<file path="src/rtl/gpx_pkg.sv">
// ----------------------------------------------------------------------------
// gpx_pkg
// Types, register map and helpers for the 16-pin port expander register file.
// ----------------------------------------------------------------------------
`default_nettype none

package gpx_pkg;

  // Item commands
  typedef enum logic [1:0] {
    CMD_WRITE  = 2'd0,
    CMD_READ   = 2'd1,
    CMD_SAMPLE = 2'd2
  } gpx_cmd_e;

  // Register map, word index (byte address >> 1); A at even, B at odd byte
  localparam logic [3:0] WADR_DIR   = 4'h0;  // 0x00/0x01
  localparam logic [3:0] WADR_INTEN = 4'h2;  // 0x04/0x05
  localparam logic [3:0] WADR_DEFV  = 4'h3;  // 0x06/0x07
  localparam logic [3:0] WADR_MODE  = 4'h4;  // 0x08/0x09
  localparam logic [3:0] WADR_CTRL  = 4'h5;  // 0x0A/0x0B
  localparam logic [3:0] WADR_PULL  = 4'h6;  // 0x0C/0x0D
  localparam logic [3:0] WADR_FLAG  = 4'h7;  // 0x0E/0x0F
  localparam logic [3:0] WADR_CAPT  = 4'h8;  // 0x10/0x11
  localparam logic [3:0] WADR_PORT  = 4'h9;  // 0x12/0x13

  // Control byte bits
  localparam int unsigned CTRL_MIRROR_BIT = 6;  // 0x40
  localparam int unsigned CTRL_INTPOL_BIT = 1;  // 0x02

  localparam logic [15:0] DIR_RESET = 16'hFFFF;

  typedef struct packed {
    logic [1:0]  command;
    logic [4:0]  reg_addr;
    logic [7:0]  write_data;
    logic [15:0] pin_levels;
  } gpx_in_t;

  typedef struct packed {
    logic [7:0]  read_data;
    logic        int_a_line;
    logic        int_b_line;
    logic [15:0] drive_level;
    logic [15:0] drive_enable;
    logic [15:0] pullup_enable;
  } gpx_out_t;

  // Replace one byte of a 16-bit port pair
  function automatic logic [15:0] put_byte(logic [15:0] w, logic hi, logic [7:0] b);
    put_byte = hi ? {b, w[7:0]} : {w[15:8], b};
  endfunction

  // Pick one byte of a 16-bit port pair
  function automatic logic [7:0] get_byte(logic [15:0] w, logic hi);
    get_byte = hi ? w[15:8] : w[7:0];
  endfunction

endpackage

`default_nettype wire

</file>
<file path="src/rtl/gpio_expander_register_file.sv">
// ----------------------------------------------------------------------------
// gpio_expander_register_file
// Register file of a 16-pin port expander with interrupt on change.
// ----------------------------------------------------------------------------
// Each transfer is a byte register write, a byte register read or a new
// sample of the pin levels; every transfer yields one result holding the read
// byte (zero for non-reads), both interrupt lines and the pin drive, enable
// and pull-up words as they stand after that item. The block is a two-stage
// pipeline: an input register, then the register-file logic that updates the
// state and loads the result register. Throughput is one item per clock;
// the input stalls only while the result register holds a result that the
// receiver has not taken. Each item passes the input register, then the
// result register; a stall can hold it in the input register.
// Reading the capture or GPIO register of a port clears that port's flags.
`default_nettype none

module gpio_expander_register_file (
  input  wire                 clk_i,
  input  wire                 rst_ni,
  input  wire                 in_valid_i,
  output logic                in_stall_o,
  input  wire gpx_pkg::gpx_in_t in_data_i,
  output logic                out_valid_o,
  input  wire                 out_stall_i,
  output gpx_pkg::gpx_out_t   out_data_o
);
  import gpx_pkg::*;

  // Pipeline control
  logic     s1_valid_q;
  gpx_in_t  s1_q;
  logic     out_valid_q;
  gpx_out_t out_q;
  logic     advance;
  logic     fire;

  assign advance    = !out_valid_q || !out_stall_i;
  assign fire       = s1_valid_q && advance;
  assign in_stall_o = s1_valid_q && !advance;

  // State
  logic [15:0] dir_q, dir_d;
  logic [15:0] pull_q, pull_d;
  logic [15:0] latch_q, latch_d;
  logic [15:0] inten_q, inten_d;
  logic [15:0] defv_q, defv_d;
  logic [15:0] mode_q, mode_d;
  logic [15:0] flag_q, flag_d;
  logic [15:0] capt_q, capt_d;
  logic [7:0]  ctrl_q, ctrl_d;
  logic [15:0] last_q, last_d;

  logic [3:0]  wadr;
  logic        hi;
  logic [7:0]  rd_byte;
  logic [15:0] ref_lv;
  logic [15:0] hit;
  logic [15:0] clr_mask;
  logic        act_a, act_b, line_a, line_b;
  gpx_out_t    res;

  assign wadr     = s1_q.reg_addr[4:1];
  assign hi       = s1_q.reg_addr[0];
  assign clr_mask = hi ? 16'hFF00 : 16'h00FF;
  assign ref_lv   = (mode_q & defv_q) | (~mode_q & last_q);
  assign hit      = (s1_q.pin_levels ^ ref_lv) & inten_q;

  // Register file update for the item in stage 1
  always_comb begin
    dir_d   = dir_q;
    pull_d  = pull_q;
    latch_d = latch_q;
    inten_d = inten_q;
    defv_d  = defv_q;
    mode_d  = mode_q;
    flag_d  = flag_q;
    capt_d  = capt_q;
    ctrl_d  = ctrl_q;
    last_d  = last_q;
    rd_byte = 8'h00;
    case (s1_q.command)
      CMD_WRITE: begin
        unique case (wadr)
          WADR_DIR:   dir_d   = put_byte(dir_q, hi, s1_q.write_data);
          WADR_INTEN: inten_d = put_byte(inten_q, hi, s1_q.write_data);
          WADR_DEFV:  defv_d  = put_byte(defv_q, hi, s1_q.write_data);
          WADR_MODE:  mode_d  = put_byte(mode_q, hi, s1_q.write_data);
          WADR_CTRL:  ctrl_d  = s1_q.write_data;
          WADR_PULL:  pull_d  = put_byte(pull_q, hi, s1_q.write_data);
          WADR_PORT:  latch_d = put_byte(latch_q, hi, s1_q.write_data);
          default:    ;  // read-only or unmapped
        endcase
      end
      CMD_READ: begin
        unique case (wadr)
          WADR_DIR:   rd_byte = get_byte(dir_q, hi);
          WADR_INTEN: rd_byte = get_byte(inten_q, hi);
          WADR_DEFV:  rd_byte = get_byte(defv_q, hi);
          WADR_MODE:  rd_byte = get_byte(mode_q, hi);
          WADR_CTRL:  rd_byte = ctrl_q;
          WADR_PULL:  rd_byte = get_byte(pull_q, hi);
          WADR_FLAG:  rd_byte = get_byte(flag_q, hi);
          WADR_CAPT: begin
            rd_byte = get_byte(capt_q, hi);
            flag_d  = flag_q & ~clr_mask;
          end
          WADR_PORT: begin
            rd_byte = get_byte(last_q, hi);
            flag_d  = flag_q & ~clr_mask;
          end
          default:    rd_byte = 8'h00;
        endcase
      end
      CMD_SAMPLE: begin
        // capture a port only on its first flag
        if ((hit[7:0] != 8'h00) && (flag_q[7:0] == 8'h00)) begin
          capt_d[7:0] = s1_q.pin_levels[7:0];
        end
        if ((hit[15:8] != 8'h00) && (flag_q[15:8] == 8'h00)) begin
          capt_d[15:8] = s1_q.pin_levels[15:8];
        end
        flag_d = flag_q | hit;
        last_d = s1_q.pin_levels;
      end
      default: ;  // unused command
    endcase
  end

  // Interrupt lines from the updated flags
  always_comb begin
    act_a = |flag_d[7:0];
    act_b = |flag_d[15:8];
    if (ctrl_d[CTRL_MIRROR_BIT]) begin
      act_a = act_a || act_b;
      act_b = act_a;
    end
    line_a = ctrl_d[CTRL_INTPOL_BIT] ? act_a : !act_a;
    line_b = ctrl_d[CTRL_INTPOL_BIT] ? act_b : !act_b;
  end

  assign res.read_data     = rd_byte;
  assign res.int_a_line    = line_a;
  assign res.int_b_line    = line_b;
  assign res.drive_level   = latch_d;
  assign res.drive_enable  = ~dir_d;
  assign res.pullup_enable = pull_d;

  // Input register
  always_ff @(posedge clk_i or negedge rst_ni) begin
    if (!rst_ni) begin
      s1_valid_q <= 1'b0;
    end else if (!in_stall_o) begin
      s1_valid_q <= in_valid_i;
    end
  end

  always_ff @(posedge clk_i) begin
    if (!in_stall_o && in_valid_i) begin
      s1_q <= in_data_i;
    end
  end

  // State registers, updated when the stage-1 item moves to the result
  always_ff @(posedge clk_i or negedge rst_ni) begin
    if (!rst_ni) begin
      dir_q   <= DIR_RESET;
      pull_q  <= '0;
      latch_q <= '0;
      inten_q <= '0;
      defv_q  <= '0;
      mode_q  <= '0;
      flag_q  <= '0;
      capt_q  <= '0;
      ctrl_q  <= '0;
      last_q  <= '0;
    end else if (fire) begin
      dir_q   <= dir_d;
      pull_q  <= pull_d;
      latch_q <= latch_d;
      inten_q <= inten_d;
      defv_q  <= defv_d;
      mode_q  <= mode_d;
      flag_q  <= flag_d;
      capt_q  <= capt_d;
      ctrl_q  <= ctrl_d;
      last_q  <= last_d;
    end
  end

  // Result register
  always_ff @(posedge clk_i or negedge rst_ni) begin
    if (!rst_ni) begin
      out_valid_q <= 1'b0;
    end else if (advance) begin
      out_valid_q <= s1_valid_q;
    end
  end

  always_ff @(posedge clk_i) begin
    if (fire) begin
      out_q <= res;
    end
  end

  assign out_valid_o = out_valid_q;
  assign out_data_o  = out_q;

  // Checks
  logic fire_sample;
  logic fire_clr_rd;
  assign fire_sample = fire && (s1_q.command == CMD_SAMPLE);
  assign fire_clr_rd = fire && (s1_q.command == CMD_READ) &&
                       ((wadr == WADR_CAPT) || (wadr == WADR_PORT));

  a_stall_needs_item: assert property (@(posedge clk_i) disable iff (!rst_ni)
    in_stall_o |-> s1_valid_q)
    else $error("input stalled with empty input register");

  a_flags_set_by_sample: assert property (@(posedge clk_i) disable iff (!rst_ni)
    !fire_sample |=> ((flag_q & ~$past(flag_q)) == 16'h0000))
    else $error("interrupt flag set without a pin sample");

  a_levels_by_sample: assert property (@(posedge clk_i) disable iff (!rst_ni)
    !fire_sample |=> $stable(last_q))
    else $error("pin levels changed without a pin sample");

  a_read_clears: assert property (@(posedge clk_i) disable iff (!rst_ni)
    (fire_clr_rd && !hi) |=> (flag_q[7:0] == 8'h00))
    else $error("port A flags not cleared by read");

endmodule

`default_nettype wire
</file>
<file path="config.mk">
export PLATFORM = sky130hd
export DESIGN_NAME = gpio_expander_register_file
export DESIGN_NICKNAME = d
export VERILOG_FILES = /design/src/rtl/gpx_pkg.sv /design/src/rtl/gpio_expander_register_file.sv
export SDC_FILE = /design/constraint.sdc
export NUM_CORES = 1
export LEC_CHECK = 0
export BUFFER_PORTS_ARGS = -buffer_cell sky130_fd_sc_hd__buf_2
export CAP_MARGIN = 20
export CORE_MARGIN = 10
export CORE_UTILIZATION = 35
export DETAILED_ROUTE_END_ITERATION = 16
export PLACE_DENSITY = 0.54
export SYNTH_ARGS = -nofsm -noshare
export SYNTH_HDL_FRONTEND = slang
export SYNTH_SLANG_ARGS = --single-unit
export TNS_END_PERCENT = 30
</file>
<file path="constraint.sdc">
create_clock -name clk_i -period 3.8 [get_ports clk_i]
set_input_delay 0 -clock clk_i [delete_from_list [all_inputs] [get_ports clk_i]]
set_output_delay 0 -clock clk_i [all_outputs]
set_load 0.01 [all_outputs]
</file>
==> impl_metrics.prom, run 1 <==
# TYPE chip_impl_metric gauge
chip_impl_metric{name="hold_viol_final",unit=""} 0
chip_impl_metric{name="antenna_cells_inserted",unit=""} 0
chip_impl_metric{name="post-cts-setup-buffers",unit=""} 0
chip_impl_info{name="synthDominantAreaCellType",value="dfrtp_1"} 1
chip_impl_metric{name="critical_path.n_buffers_inverters",unit=""} 2
chip_impl_metric{name="routed_wire_length_per_instance",unit="microns"} 22.9
chip_impl_metric{name="non_filler_cells_final",unit=""} 1425
chip_impl_info{name="highest_count_cells_in_the_layout_ignoring_fill_and_taps",value="142 x mux2_2, 138 x dfrtp_1, 114 x nand2_1"} 1
chip_impl_info{name="clockRootBuffer",value="clkbuf_16"} 1
chip_impl_metric{name="htree_num_levels",unit=""} 1
chip_impl_metric{name="register_area",unit="sq mm"} 0.00655
chip_impl_info{name="rsz0062_at_grt",value="no"} 1
chip_impl_metric{name="layout_nets",unit=""} 1039
chip_impl_info{name="crit-reg2reg-launch",value="s1_q[29]"} 1
chip_impl_metric{name="syn-num-nets",unit=""} 901
chip_impl_info{name="status",value="completed"} 1
chip_impl_info{name="hold_class",value="in -> async"} 1
chip_impl_metric{name="setup_viol_count_final",unit=""} 0
chip_impl_metric{name="finalWorstSetupSlack",unit="ns"} 0.778
chip_impl_metric{name="route.vias.total",unit=""} 7533
chip_impl_metric{name="vdd_ir_drop_max",unit="V"} 0.000308
chip_impl_info{name="synth_top_family_by_area",value="multiplexers"} 1
chip_impl_metric{name="clk_latency",unit="ns"} 0.54
chip_impl_metric{name="share_of_yosys_cell_area_claimed_by_the_top_area_cell_type",unit="%"} 31.0
chip_impl_info{name="setup.worst_path.class",value="reg -> reg"} 1
chip_impl_metric{name="dpl.hpwl",unit="microns"} 22800
chip_impl_metric{name="placed_cells",unit=""} 1338
chip_impl_metric{name="drtPass1Iterations",unit=""} 8
chip_impl_metric{name="cts_buffers",unit=""} 28
chip_impl_metric{name="critical_path_peak_fanout",unit=""} 15
chip_impl_metric{name="start_util",unit="%"} 35.4
chip_impl_metric{name="skew",unit="ns"} 0.0117
chip_impl_metric{name="timing.final.crit_share",unit="%"} 79.5
chip_impl_metric{name="slew-limit-headroom",unit="%"} 42.9
chip_impl_metric{name="yosys.area_share.adder",unit="%"} 0.337
chip_impl_metric{name="grt-ovfl-total",unit=""} 0
chip_impl_info{name="crit_path_end_kind",value="register"} 1
chip_impl_metric{name="final-max-slew-violation-count",unit=""} 0
chip_impl_metric{name="fill_cells",unit=""} 2973
chip_impl_metric{name="crit_path_required_time",unit="ns"} 4.15
chip_impl_metric{name="cts.repair.resized",unit=""} 0
chip_impl_metric{name="finalSetupTns",unit="ns"} 0
chip_impl_metric{name="floorplan.rows",unit=""} 65
chip_impl_metric{name="vias_per_cell",unit=""} 5.29
chip_impl_metric{name="cts.clk_slew.worst_paths",unit="ns"} 0.06
chip_impl_metric{name="chipHeight",unit="microns"} 199
chip_impl_info{name="max_stage_delay_cell_worst_path",value="nor2_1"} 1
chip_impl_metric{name="synthesis.area",unit="sq mm"} 0.0112
chip_impl_metric{name="area_growth_syn_to_layout",unit="%"} 20.0
chip_impl_metric{name="grt_usage",unit="%"} 16.5
chip_impl_metric{name="synth-seq-cells",unit=""} 243
chip_impl_metric{name="cts_num_sinks",unit=""} 243
chip_impl_metric{name="die-area",unit="sq mm"} 0.0394
chip_impl_info{name="tritoncts",value="built"} 1
chip_impl_metric{name="sequential_area_share_after_synthesis",unit="%"} 58.7
chip_impl_metric{name="max-cap-violations",unit=""} 0
chip_impl_metric{name="vias_in_the_first_global_route",unit=""} 7629
chip_impl_metric{name="global_route_wire_length_before_repair",unit="microns"} 49500
chip_impl_metric{name="post-route-min-period",unit="ns"} 3.02
chip_impl_metric{name="power.density_cell_area",unit="mW/mm^2"} 535
chip_impl_metric{name="asr_flop_ratio_synth",unit="%"} 63.4
chip_impl_metric{name="synthesis.instances",unit=""} 863
chip_impl_info{name="synthTopCellsByArea",value="dfrtp_1 31%, edfxtp_1 24%, mux2_2 14%"} 1
chip_impl_info{name="worst_path_dominant_cell_family",value="compound AO/OA/AOI/OAI gates"} 1
chip_impl_metric{name="drtAntennaViolNets",unit=""} 0
chip_impl_metric{name="power_leakage",unit="nW"} 5.72
chip_impl_metric{name="syn_avg_cell_area",unit="sq um"} 12.9
chip_impl_info{name="crit_path_cell_trace",value="inv_1 > ha_1 > inv_2 > nor2_1 > a221o_1 > a221o_1 > nor4_1 > a221oi_1"} 1
chip_impl_metric{name="dieWidth",unit="microns"} 199
chip_impl_metric{name="yosys-mux-area-fraction",unit="%"} 21.6
chip_impl_metric{name="io-pin-count",unit=""} 95
chip_impl_metric{name="synth_simple_gate_area_share",unit="%"} 9.17
chip_impl_metric{name="worst_endpoint_data_arrival_time",unit="ns"} 3.37
chip_impl_metric{name="final_core_utilization",unit="%"} 42.5
chip_impl_info{name="dominantRegCellSynth",value="dfrtp_1"} 1
chip_impl_metric{name="ys_warn_count",unit=""} 0
chip_impl_metric{name="post_synth_num_cell_types",unit=""} 54
chip_impl_metric{name="wirelength",unit="microns"} 32600
chip_impl_metric{name="worstMarginPinSlew",unit="ns"} 0.835
chip_impl_metric{name="timing.reg2reg.worst_path_depth",unit=""} 8
chip_impl_metric{name="synth_compound_area_share",unit="%"} 7.88
chip_impl_metric{name="achievable-frequency",unit="MHz"} 331
chip_impl_metric{name="number_of_flops_mapped_to_enable_cells_by_yosys",unit=""} 89
chip_impl_metric{name="grt_max_degree",unit=""} 90
chip_impl_info{name="mostFrequentLayoutCell",value="mux2_2"} 1
chip_impl_metric{name="initial_antenna_violation_count",unit=""} 0
chip_impl_metric{name="buffer_ports.inserted",unit=""} 94
chip_impl_metric{name="drt_iter0_drc",unit=""} 594
chip_impl_info{name="worst_r2r_endpoint",value="out_data_o[48]"} 1
chip_impl_metric{name="post_route_cells_drive_above_1_share",unit="%"} 32.5
chip_impl_metric{name="yosys.area_share.xor_xnor",unit="%"} 0.471
chip_impl_metric{name="core_region_area",unit="sq mm"} 0.0315
chip_impl_metric{name="multi_input_area",unit="sq mm"} 0.00440
chip_impl_metric{name="clk_path_buf_depth",unit=""} 3
chip_impl_metric{name="gpl.final_weighted_congestion",unit=""} 0.926
chip_impl_metric{name="total_power",unit="mW"} 7.16
chip_impl_info{name="startpoint_type_of_the_worst_setup_path",value="register"} 1
chip_impl_info{name="worst_path_most_repeated_cell",value="a221o_1"} 1
chip_impl_metric{name="drc_errors",unit=""} 0
chip_impl_metric{name="slowest_delay",unit="ns"} 0.68
chip_impl_metric{name="place_ws",unit="ns"} 0.814
chip_impl_metric{name="worst-r2r-setup-slack",unit="ns"} 0.78
==> routing by layer <==
metal | wire [microns] | part of all wire (%) | track usage (%) | vias to the layer above
met5 | 0 | 0 | 0 | -
met4 | 805 | 2.5 | 5.06 | 0
met3 | 1980 | 6.1 | 3.11 | 50
met2 | 14700 | 45 | 25.6 | 225
met1 | 15200 | 46 | 23.0 | 3771
li1 | - | - | - | 3487
==> cells by family after synthesis <==
logic type	count (synthesis)
AOI/OAI and AO/OA	127
xor gates and xnor gates	6
adders and majority gates	3
buffers and inverters	48
DFF	243
muxes	223
and+or+nand+nor	213
==> how the worst max path moves through the flow <==
stage,depth (start not counted),start,slack [ns],endpoint
floorplan,5,out_valid_o,0.53,out_data_o[0]
global route,8,s1_q[29],0.58,out_data_o[49]
finish,8,s1_q[29],0.78,out_data_o[48]
detailed placement,8,s1_q[29],0.81,out_data_o[49]
global placement,6,s1_q[29],0.90,capt_q[4]
CTS,8,s1_q[29],0.79,out_data_o[48]
==> power by group <==
group	switching (mW)	internal (mW)	total, mW
registers	0.296	3.16	3.46
logic	0.563	0.482	1.05
clock network	1.08	1.58	2.66
total	1.94	5.23	7.16
==> area by class of cell <==
type,instances,area share (%)
well taps,402,3.76
inverters,9,0.262
clock buffers,38,5.90
flip-flops and latches,243,48.9
multi-input cells,572,32.9
clock inverters,14,0.916
repair buffers,147,7.37
==> flip-flops by register name (all words and copies together), names as in the netlist <==
| signal | count |
|---|---|
| capt_q | 16 |
| ctrl_q | 8 |
| defv_q | 16 |
| dir_q | 16 |
| flag_q | 16 |
| hi | 1 |
| inten_q | 16 |
| last_q | 16 |
| latch_q | 16 |
| mode_q | 16 |
| out_data_o | 58 |
| out_valid_o | 1 |
| pull_q | 16 |
| s1_q | 30 |
| s1_valid_q | 1 |
==> synthesized netlist by cell type, types with 3 or more instances <==
library cell  instances
mux2_2              142
a21oi_1              18
or2_2                 5
nor4_1                7
dfrtp_1             138
nand4_1               3
mux2i_1              81
nand2_1             115
buf_2                 8
a222oi_1              7
a221o_1               4
o22a_1                3
clkbuf_1             26
nor3_1                5
nor2_1               22
o21ai_0              31
nand3_1              11
dfstp_2              16
and2_1                6
or3_1                 5
ha_1                  3
nand2b_1             15
a221oi_1              9
nor2b_1               4
edfxtp_1             89
o22ai_1              15
a31oi_1               6
xnor2_1               6
a22oi_1              12
inv_1                 8
or4_1                 4
a21boi_0              8
==> metrics by stage <==
step / hold WS, ns / area [sq um]
2_1_floorplan: -0.296 / 11200
3_5_place_dp: 0.0390 / 12100
6_report: 0.0246 / 13400
5_1_grt: 0.0743 / 13400
3_3_place_gp: 0.0358 / 12100
4_1_cts: 0.0530 / 13400
==> what timing repair did <==
item                                   CTS  global route
setup endpoints to repair                0             0
hold buffers                            35             0
endpoints found under the hold margin   98             0
(Power assumes the default switching activity.)
==> run 2, diff against run 1 <==
clock period = 3.05 ns   (was 3.8 ns; I/O delays follow)
==> run 2 against run 1 <==
Against the previous run:
- non-clock buffer count up 14
- highest routed layer unchanged
- first-iteration DRC count down 4.0%
- largest power group unchanged
- cell area up 1.3%
- largest cell class unchanged
- clock power up 32%
- global-route usage up 0.15 points
- clock-buffer cell count down 2
- wire length up 0.93%
- critical path type unchanged
- worst hold slack better by 0.14 ns
==> impl_metrics.prom, run 2 (synthesized netlist as in run 1, its figures left out) <==
# TYPE chip_impl_metric gauge
chip_impl_metric{name="core_region_area",unit="sq mm"} 0.0315
chip_impl_metric{name="post-route-min-period",unit="ns"} 2.61
chip_impl_metric{name="final-max-slew-violation-count",unit=""} 0
chip_impl_metric{name="vias_per_cell",unit=""} 5.29
chip_impl_metric{name="power.density_cell_area",unit="mW/mm^2"} 674
chip_impl_metric{name="drtPass1Iterations",unit=""} 5
chip_impl_metric{name="routed_wire_length_per_instance",unit="microns"} 22.9
chip_impl_info{name="tritoncts",value="built"} 1
chip_impl_metric{name="dieWidth",unit="microns"} 199
chip_impl_metric{name="drt_iter0_drc",unit=""} 570
chip_impl_metric{name="finalSetupTns",unit="ns"} 0
chip_impl_metric{name="cts.repair.resized",unit=""} 0
chip_impl_metric{name="hold_viol_final",unit=""} 0
chip_impl_info{name="grt.busiest_layer",value="met2"} 1
chip_impl_metric{name="grt_usage",unit="%"} 16.7
chip_impl_info{name="mostFrequentLayoutCell",value="mux2_2"} 1
chip_impl_metric{name="pwr-share-clk",unit="%"} 38.3
chip_impl_metric{name="vdd_ir_drop_max",unit="V"} 0.000448
chip_impl_metric{name="vias_in_the_first_global_route",unit=""} 7572
chip_impl_metric{name="gr-usage-met2",unit="%"} 25.9
chip_impl_metric{name="critical_path_peak_fanout",unit=""} 11
chip_impl_metric{name="grt-ovfl-total",unit=""} 0
chip_impl_metric{name="largest_register_ff_count",unit=""} 58
chip_impl_metric{name="route.vias.total",unit=""} 7611
chip_impl_info{name="setup.worst_path.class",value="reg -> reg"} 1
chip_impl_metric{name="comb_power_share",unit="%"} 14.4
chip_impl_metric{name="met3_usage",unit="%"} 2.45
chip_impl_info{name="status",value="completed"} 1
chip_impl_metric{name="cellInternalPower",unit="mW"} 6.68
chip_impl_metric{name="die-area",unit="sq mm"} 0.0394
chip_impl_metric{name="post_route_cells_drive_above_1_share",unit="%"} 33.2
chip_impl_metric{name="buffer_ports.inserted",unit=""} 94
chip_impl_metric{name="placed_cells",unit=""} 1350
chip_impl_metric{name="slew-limit-headroom",unit="%"} 39.5
chip_impl_metric{name="final_core_utilization",unit="%"} 43.1
chip_impl_info{name="crit_path_end_kind",value="register"} 1
chip_impl_metric{name="clk_path_buf_depth",unit=""} 3
chip_impl_metric{name="io-pin-count",unit=""} 95
chip_impl_metric{name="achievable-frequency",unit="MHz"} 383
chip_impl_metric{name="clk_latency",unit="ns"} 0.55
chip_impl_metric{name="max-cap-violations",unit=""} 0
chip_impl_metric{name="crit_path_required_time",unit="ns"} 3.41
chip_impl_metric{name="post-cts-setup-buffers",unit=""} 0
chip_impl_metric{name="cts_buffers",unit=""} 28
chip_impl_metric{name="chipHeight",unit="microns"} 199
chip_impl_metric{name="cts_num_sinks",unit=""} 243
chip_impl_info{name="highest_count_cells_in_the_layout_ignoring_fill_and_taps",value="142 x mux2_2, 138 x dfrtp_1, 114 x nand2_1"} 1
chip_impl_metric{name="htree_num_levels",unit=""} 1
chip_impl_metric{name="worstMarginPinSlew",unit="ns"} 0.907
chip_impl_metric{name="dpl.hpwl",unit="microns"} 23400
chip_impl_metric{name="non_filler_cells_final",unit=""} 1439
chip_impl_metric{name="finalWorstSetupSlack",unit="ns"} 0.440
chip_impl_metric{name="cts-hold-fix-buffers",unit=""} 37
chip_impl_info{name="hold_class",value="in -> reg"} 1
chip_impl_metric{name="layout_nets",unit=""} 1053
chip_impl_metric{name="global_route_wire_length_before_repair",unit="microns"} 49900
chip_impl_metric{name="p_seq_share",unit="%"} 47.2
chip_impl_metric{name="power_leakage",unit="nW"} 5.81
chip_impl_metric{name="gpl.final_weighted_congestion",unit=""} 0.907
chip_impl_metric{name="skew",unit="ns"} 0.0132
chip_impl_metric{name="floorplan.rows",unit=""} 65
chip_impl_metric{name="grt_use_met1",unit="%"} 23.7
chip_impl_metric{name="worst_endpoint_data_arrival_time",unit="ns"} 2.97
chip_impl_info{name="clockRootBuffer",value="clkbuf_16"} 1
chip_impl_metric{name="place_ws",unit="ns"} 0.491
chip_impl_metric{name="switching_power",unit="mW"} 2.45
chip_impl_metric{name="wirelength",unit="microns"} 32900
chip_impl_metric{name="worst-r2r-setup-slack",unit="ns"} 0.44
chip_impl_metric{name="cts.clk_slew.worst_paths",unit="ns"} 0.06
chip_impl_metric{name="antenna_cells_inserted",unit=""} 0
chip_impl_metric{name="setup_viol_count_final",unit=""} 0
chip_impl_metric{name="fill_cells",unit=""} 2964
chip_impl_metric{name="drc_errors",unit=""} 0
chip_impl_info{name="startpoint_type_of_the_worst_setup_path",value="register"} 1
chip_impl_metric{name="timing.final.crit_share",unit="%"} 85.6
chip_impl_metric{name="start_util",unit="%"} 35.4
chip_impl_metric{name="drtAntennaViolNets",unit=""} 0
chip_impl_metric{name="initial_antenna_violation_count",unit=""} 0
chip_impl_info{name="rsz0062_at_grt",value="no"} 1
chip_impl_metric{name="grt_max_degree",unit=""} 79
chip_impl_metric{name="sw_frac_of_total",unit="%"} 26.8
chip_impl_metric{name="area_growth_syn_to_layout",unit="%"} 21.6
## run 2: power by group through the flow
| stage | Sequential (mW) | Clock (mW) | Combinational, mW |
|---|---|---|---|
| finish | 4.31 | 3.50 | 1.32 |
| global route | 4.37 | 3.71 | 1.46 |
| CTS | 4.31 | 3.59 | 1.33 |
| detailed placement | 4.37 | 0 | 1.29 |
| global placement | 4.36 | 0 | 1.28 |
| floorplan | 4.26 | 0 | 0.826 |
## run 2: per-layer routing
layer / vias up / wire length (microns)
met5: - / 0
li1: 3515 / -
met3: 43 / 1740
met2: 234 / 15000
met4: 0 / 766
met1: 3819 / 15400
## run 2: path summary, 6_finish.rpt
kind,endpoint,cells after the start,start
min in group asynchronous,latch_q[7],3,rst_ni
max in group asynchronous,latch_q[5],4,rst_ni
worst min-delay path,s1_q[5],2,in_data_i[5]
worst min register to register,dir_q[15],2,dir_q[15]
worst max register to register,out_data_o[49],6,s1_q[26]
worst max-delay path,out_data_o[49],6,s1_q[26]
## run 2: worst max-delay path, cell delays in order (launching register included)
cell and delay (ns):
edfxtp_1 0.61, nor2_8 0.21, a31oi_1 0.26, a221oi_1 0.45
nand4_1 0.26, or3_1 0.37, a221oi_1 0.26
## run 2: area by class of cell
cell class                 count  area [sq um]  area share [%]
clock inverter                16           228            1.68
inverter                       9          33.8           0.249
timing repair buffer         161          1110            8.19
sequential                   243          6550            48.3
tap                          402           503            3.71
clock buffer                  36           731            5.39
multi-input combinational    572          4400            32.5
## run 2: through the flow
step	hold WS (ns)	instance area (sq um)	power [mW]
2_1_floorplan	-0.296	11200	5.08
3_3_place_gp	0.0185	12200	5.63
3_5_place_dp	0.0189	12200	5.66
4_1_cts	0.134	13600	9.24
5_1_grt	0.162	13600	9.54
6_report	0.160	13600	9.13
==> run 3, diff against run 2 <==
GPL_TIMING_DRIVEN = 0   (was unset)
==> run 3 against run 2 <==
Against the previous run:
- register-to-register slack got worse by 0.32 ns
- highest routed layer unchanged
- worst hold slack got worse by 0.13 ns
- first-iteration DRC count grew 6.3%
- sequential cell count unchanged
- clock skew increased by 0.0034 ns
- worst setup slack worse by 0.32 ns
- sequential power barely moved
- utilization about the same
- largest power group unchanged
- clock-buffer cell count is 1 higher
- power is 0.15% lower
==> impl_metrics.prom, run 3 (synthesized netlist as in run 1, its figures left out) <==
# TYPE chip_impl_metric gauge
chip_impl_metric{name="largest_register_ff_count",unit=""} 58
chip_impl_metric{name="route.vias.total",unit=""} 7741
chip_impl_metric{name="crit_path_required_time",unit="ns"} 3.34
chip_impl_metric{name="power_leakage",unit="nW"} 5.77
chip_impl_metric{name="skew",unit="ns"} 0.0166
chip_impl_metric{name="htree_num_levels",unit=""} 1
chip_impl_metric{name="wirelength",unit="microns"} 33800
chip_impl_metric{name="power.density_cell_area",unit="mW/mm^2"} 673
chip_impl_metric{name="cts.clk_slew.worst_paths",unit="ns"} 0.06
chip_impl_metric{name="dpl.hpwl",unit="microns"} 24300
chip_impl_info{name="tritoncts",value="built"} 1
chip_impl_metric{name="initial_antenna_violation_count",unit=""} 0
chip_impl_info{name="rsz0062_at_grt",value="no"} 1
chip_impl_metric{name="clk_path_buf_depth",unit=""} 3
chip_impl_metric{name="total_power",unit="mW"} 9.12
chip_impl_metric{name="io-pin-count",unit=""} 95
chip_impl_metric{name="vdd_ir_drop_max",unit="V"} 0.000397
chip_impl_metric{name="drtPass1Iterations",unit=""} 5
chip_impl_info{name="max_stage_delay_cell_worst_path",value="nor2_1"} 1
chip_impl_metric{name="vias_per_cell",unit=""} 5.35
chip_impl_metric{name="worst-r2r-setup-slack",unit="ns"} 0.12
chip_impl_info{name="hold_class",value="in -> async"} 1
chip_impl_metric{name="chipHeight",unit="microns"} 199
chip_impl_metric{name="start_util",unit="%"} 35.4
chip_impl_metric{name="setup_viol_count_final",unit=""} 0
chip_impl_metric{name="floorplan.rows",unit=""} 65
chip_impl_info{name="highest_count_cells_in_the_layout_ignoring_fill_and_taps",value="142 x mux2_2, 138 x dfrtp_1, 115 x nand2_1"} 1
chip_impl_metric{name="worst_endpoint_data_arrival_time",unit="ns"} 3.22
chip_impl_metric{name="layout_nets",unit=""} 1061
chip_impl_metric{name="post-cts-setup-buffers",unit=""} 0
chip_impl_metric{name="max-cap-violations",unit=""} 0
chip_impl_metric{name="slowest_delay",unit="ns"} 0.87
chip_impl_metric{name="final-max-slew-violation-count",unit=""} 0
chip_impl_info{name="crit_path_end_kind",value="register"} 1
chip_impl_metric{name="holdWs",unit="ns"} 0.0344
chip_impl_metric{name="register_area",unit="sq mm"} 0.00655
chip_impl_metric{name="drtAntennaViolNets",unit=""} 0
chip_impl_metric{name="vias_in_the_first_global_route",unit=""} 7803
chip_impl_info{name="startpoint_type_of_the_worst_setup_path",value="register"} 1
chip_impl_metric{name="dieWidth",unit="microns"} 199
chip_impl_metric{name="gpl.final_weighted_congestion",unit=""} 0.907
chip_impl_info{name="crit-reg2reg-launch",value="s1_q[28]"} 1
chip_impl_metric{name="achievable-frequency",unit="MHz"} 341
chip_impl_metric{name="drt_iter0_drc",unit=""} 606
chip_impl_info{name="status",value="completed"} 1
chip_impl_metric{name="hold_viol_final",unit=""} 0
chip_impl_metric{name="antenna_cells_inserted",unit=""} 0
chip_impl_metric{name="fill_cells",unit=""} 2931
chip_impl_metric{name="area_growth_syn_to_layout",unit="%"} 21.5
chip_impl_metric{name="grt-ovfl-total",unit=""} 0
chip_impl_info{name="setup.worst_path.class",value="reg -> reg"} 1
chip_impl_metric{name="buffer_ports.inserted",unit=""} 94
chip_impl_info{name="worst_path_most_repeated_cell",value="nor2_1"} 1
chip_impl_info{name="worst_r2r_endpoint",value="out_data_o[47]"} 1
chip_impl_metric{name="post-route-min-period",unit="ns"} 2.93
chip_impl_metric{name="die-area",unit="sq mm"} 0.0394
chip_impl_info{name="crit_path_cell_trace",value="buf_4 > inv_1 > nor2_1 > nand3b_1 > nor2_1 > mux2_2"} 1
chip_impl_info{name="clockRootBuffer",value="clkbuf_16"} 1
chip_impl_metric{name="cts_num_sinks",unit=""} 243
chip_impl_metric{name="timing.reg2reg.worst_path_depth",unit=""} 6
chip_impl_metric{name="worstMarginPinSlew",unit="ns"} 1.16
chip_impl_metric{name="core_region_area",unit="sq mm"} 0.0315
chip_impl_metric{name="clk_latency",unit="ns"} 0.54
chip_impl_metric{name="global_route_wire_length_before_repair",unit="microns"} 50600
chip_impl_metric{name="routed_wire_length_per_instance",unit="microns"} 23.4
chip_impl_metric{name="slew-limit-headroom",unit="%"} 22.2
chip_impl_metric{name="multi_input_area",unit="sq mm"} 0.00446
chip_impl_metric{name="post_route_cells_drive_above_1_share",unit="%"} 31.9
chip_impl_metric{name="cts_buffers",unit=""} 27
chip_impl_metric{name="grt_usage",unit="%"} 17.0
chip_impl_metric{name="timing.final.crit_share",unit="%"} 96.1
chip_impl_metric{name="grt_max_degree",unit=""} 79
chip_impl_metric{name="drc_errors",unit=""} 0
chip_impl_metric{name="critical_path_peak_fanout",unit=""} 10
chip_impl_info{name="mostFrequentLayoutCell",value="mux2_2"} 1
[run 3: final cells by class]
cell class,instances,area share [%]
Buffer,39,1.29
Clock buffer,37,5.72
Clock inverter,13,1.26
Inverter,9,0.249
Multi-Input combinational cell,572,32.9
Sequential cell,243,48.3
Tap cell,402,3.71
Timing Repair Buffer,131,6.54
[run 3: per-layer routing]
layer	track usage, %	vias up	part of all wire [%]
met4	6.02	0	3.4
li1	-	3539	-
met5	0	-	0
met1	23.2	3887	45
met2	26.6	253	45
met3	2.89	62	6.6
[run 3: what timing repair did]
action,4_1_cts,5_1_grt
hold buffers,35,0
resized for setup,0,9
endpoints found under the hold margin,139,0
endpoints found under the setup margin,0,27
[run 3: worst max path at each step]
| stage | startpoint | end | slack, ns | depth (start not counted) |
|---|---|---|---|---|
| final | s1_q[28] | out_data_o[47] | 0.12 | 6 |
| after global routing | s1_q[29] | out_data_o[49] | 0.01 | 9 |
| after CTS | out_valid_o | capt_q[7] | 0.03 | 7 |
| after detailed placement | out_valid_o | capt_q[7] | 0.05 | 7 |
| after global placement | rst_ni | flag_q[4] | -0.56 | 1 |
| after floorplan | out_valid_o | out_data_o[0] | 0.71 | 5 |
[run 3: worst max-delay path, delay by kind of cell (launching register included)]
kind	cells	cell delay, ns
buf+inv	2	0.25
flops	1	0.33
simple gates	3	1.67
mux	1	0.43
[run 3: where the power goes]
part	leakage (nW)	total, mW	switching, mW	internal [mW]
combinational	2.47	1.37	0.752	0.616
clock	0.460	3.46	1.35	2.11
sequential	2.84	4.29	0.349	3.94
[run 3: through the flow]
step	setup TNS, ns	cells	util [%]	setup WS [ns]	area [sq um]
global route	0	1446	43.1	0.0116	13600
CTS	0	1446	42.9	0.0264	13500
floorplan	0	863	-	0.715	11200
global placement	-87.03	1359	38.5	-0.556	12100
finish	0	1446	43.1	0.118	13600
detailed placement	0	1361	38.7	0.0544	12200
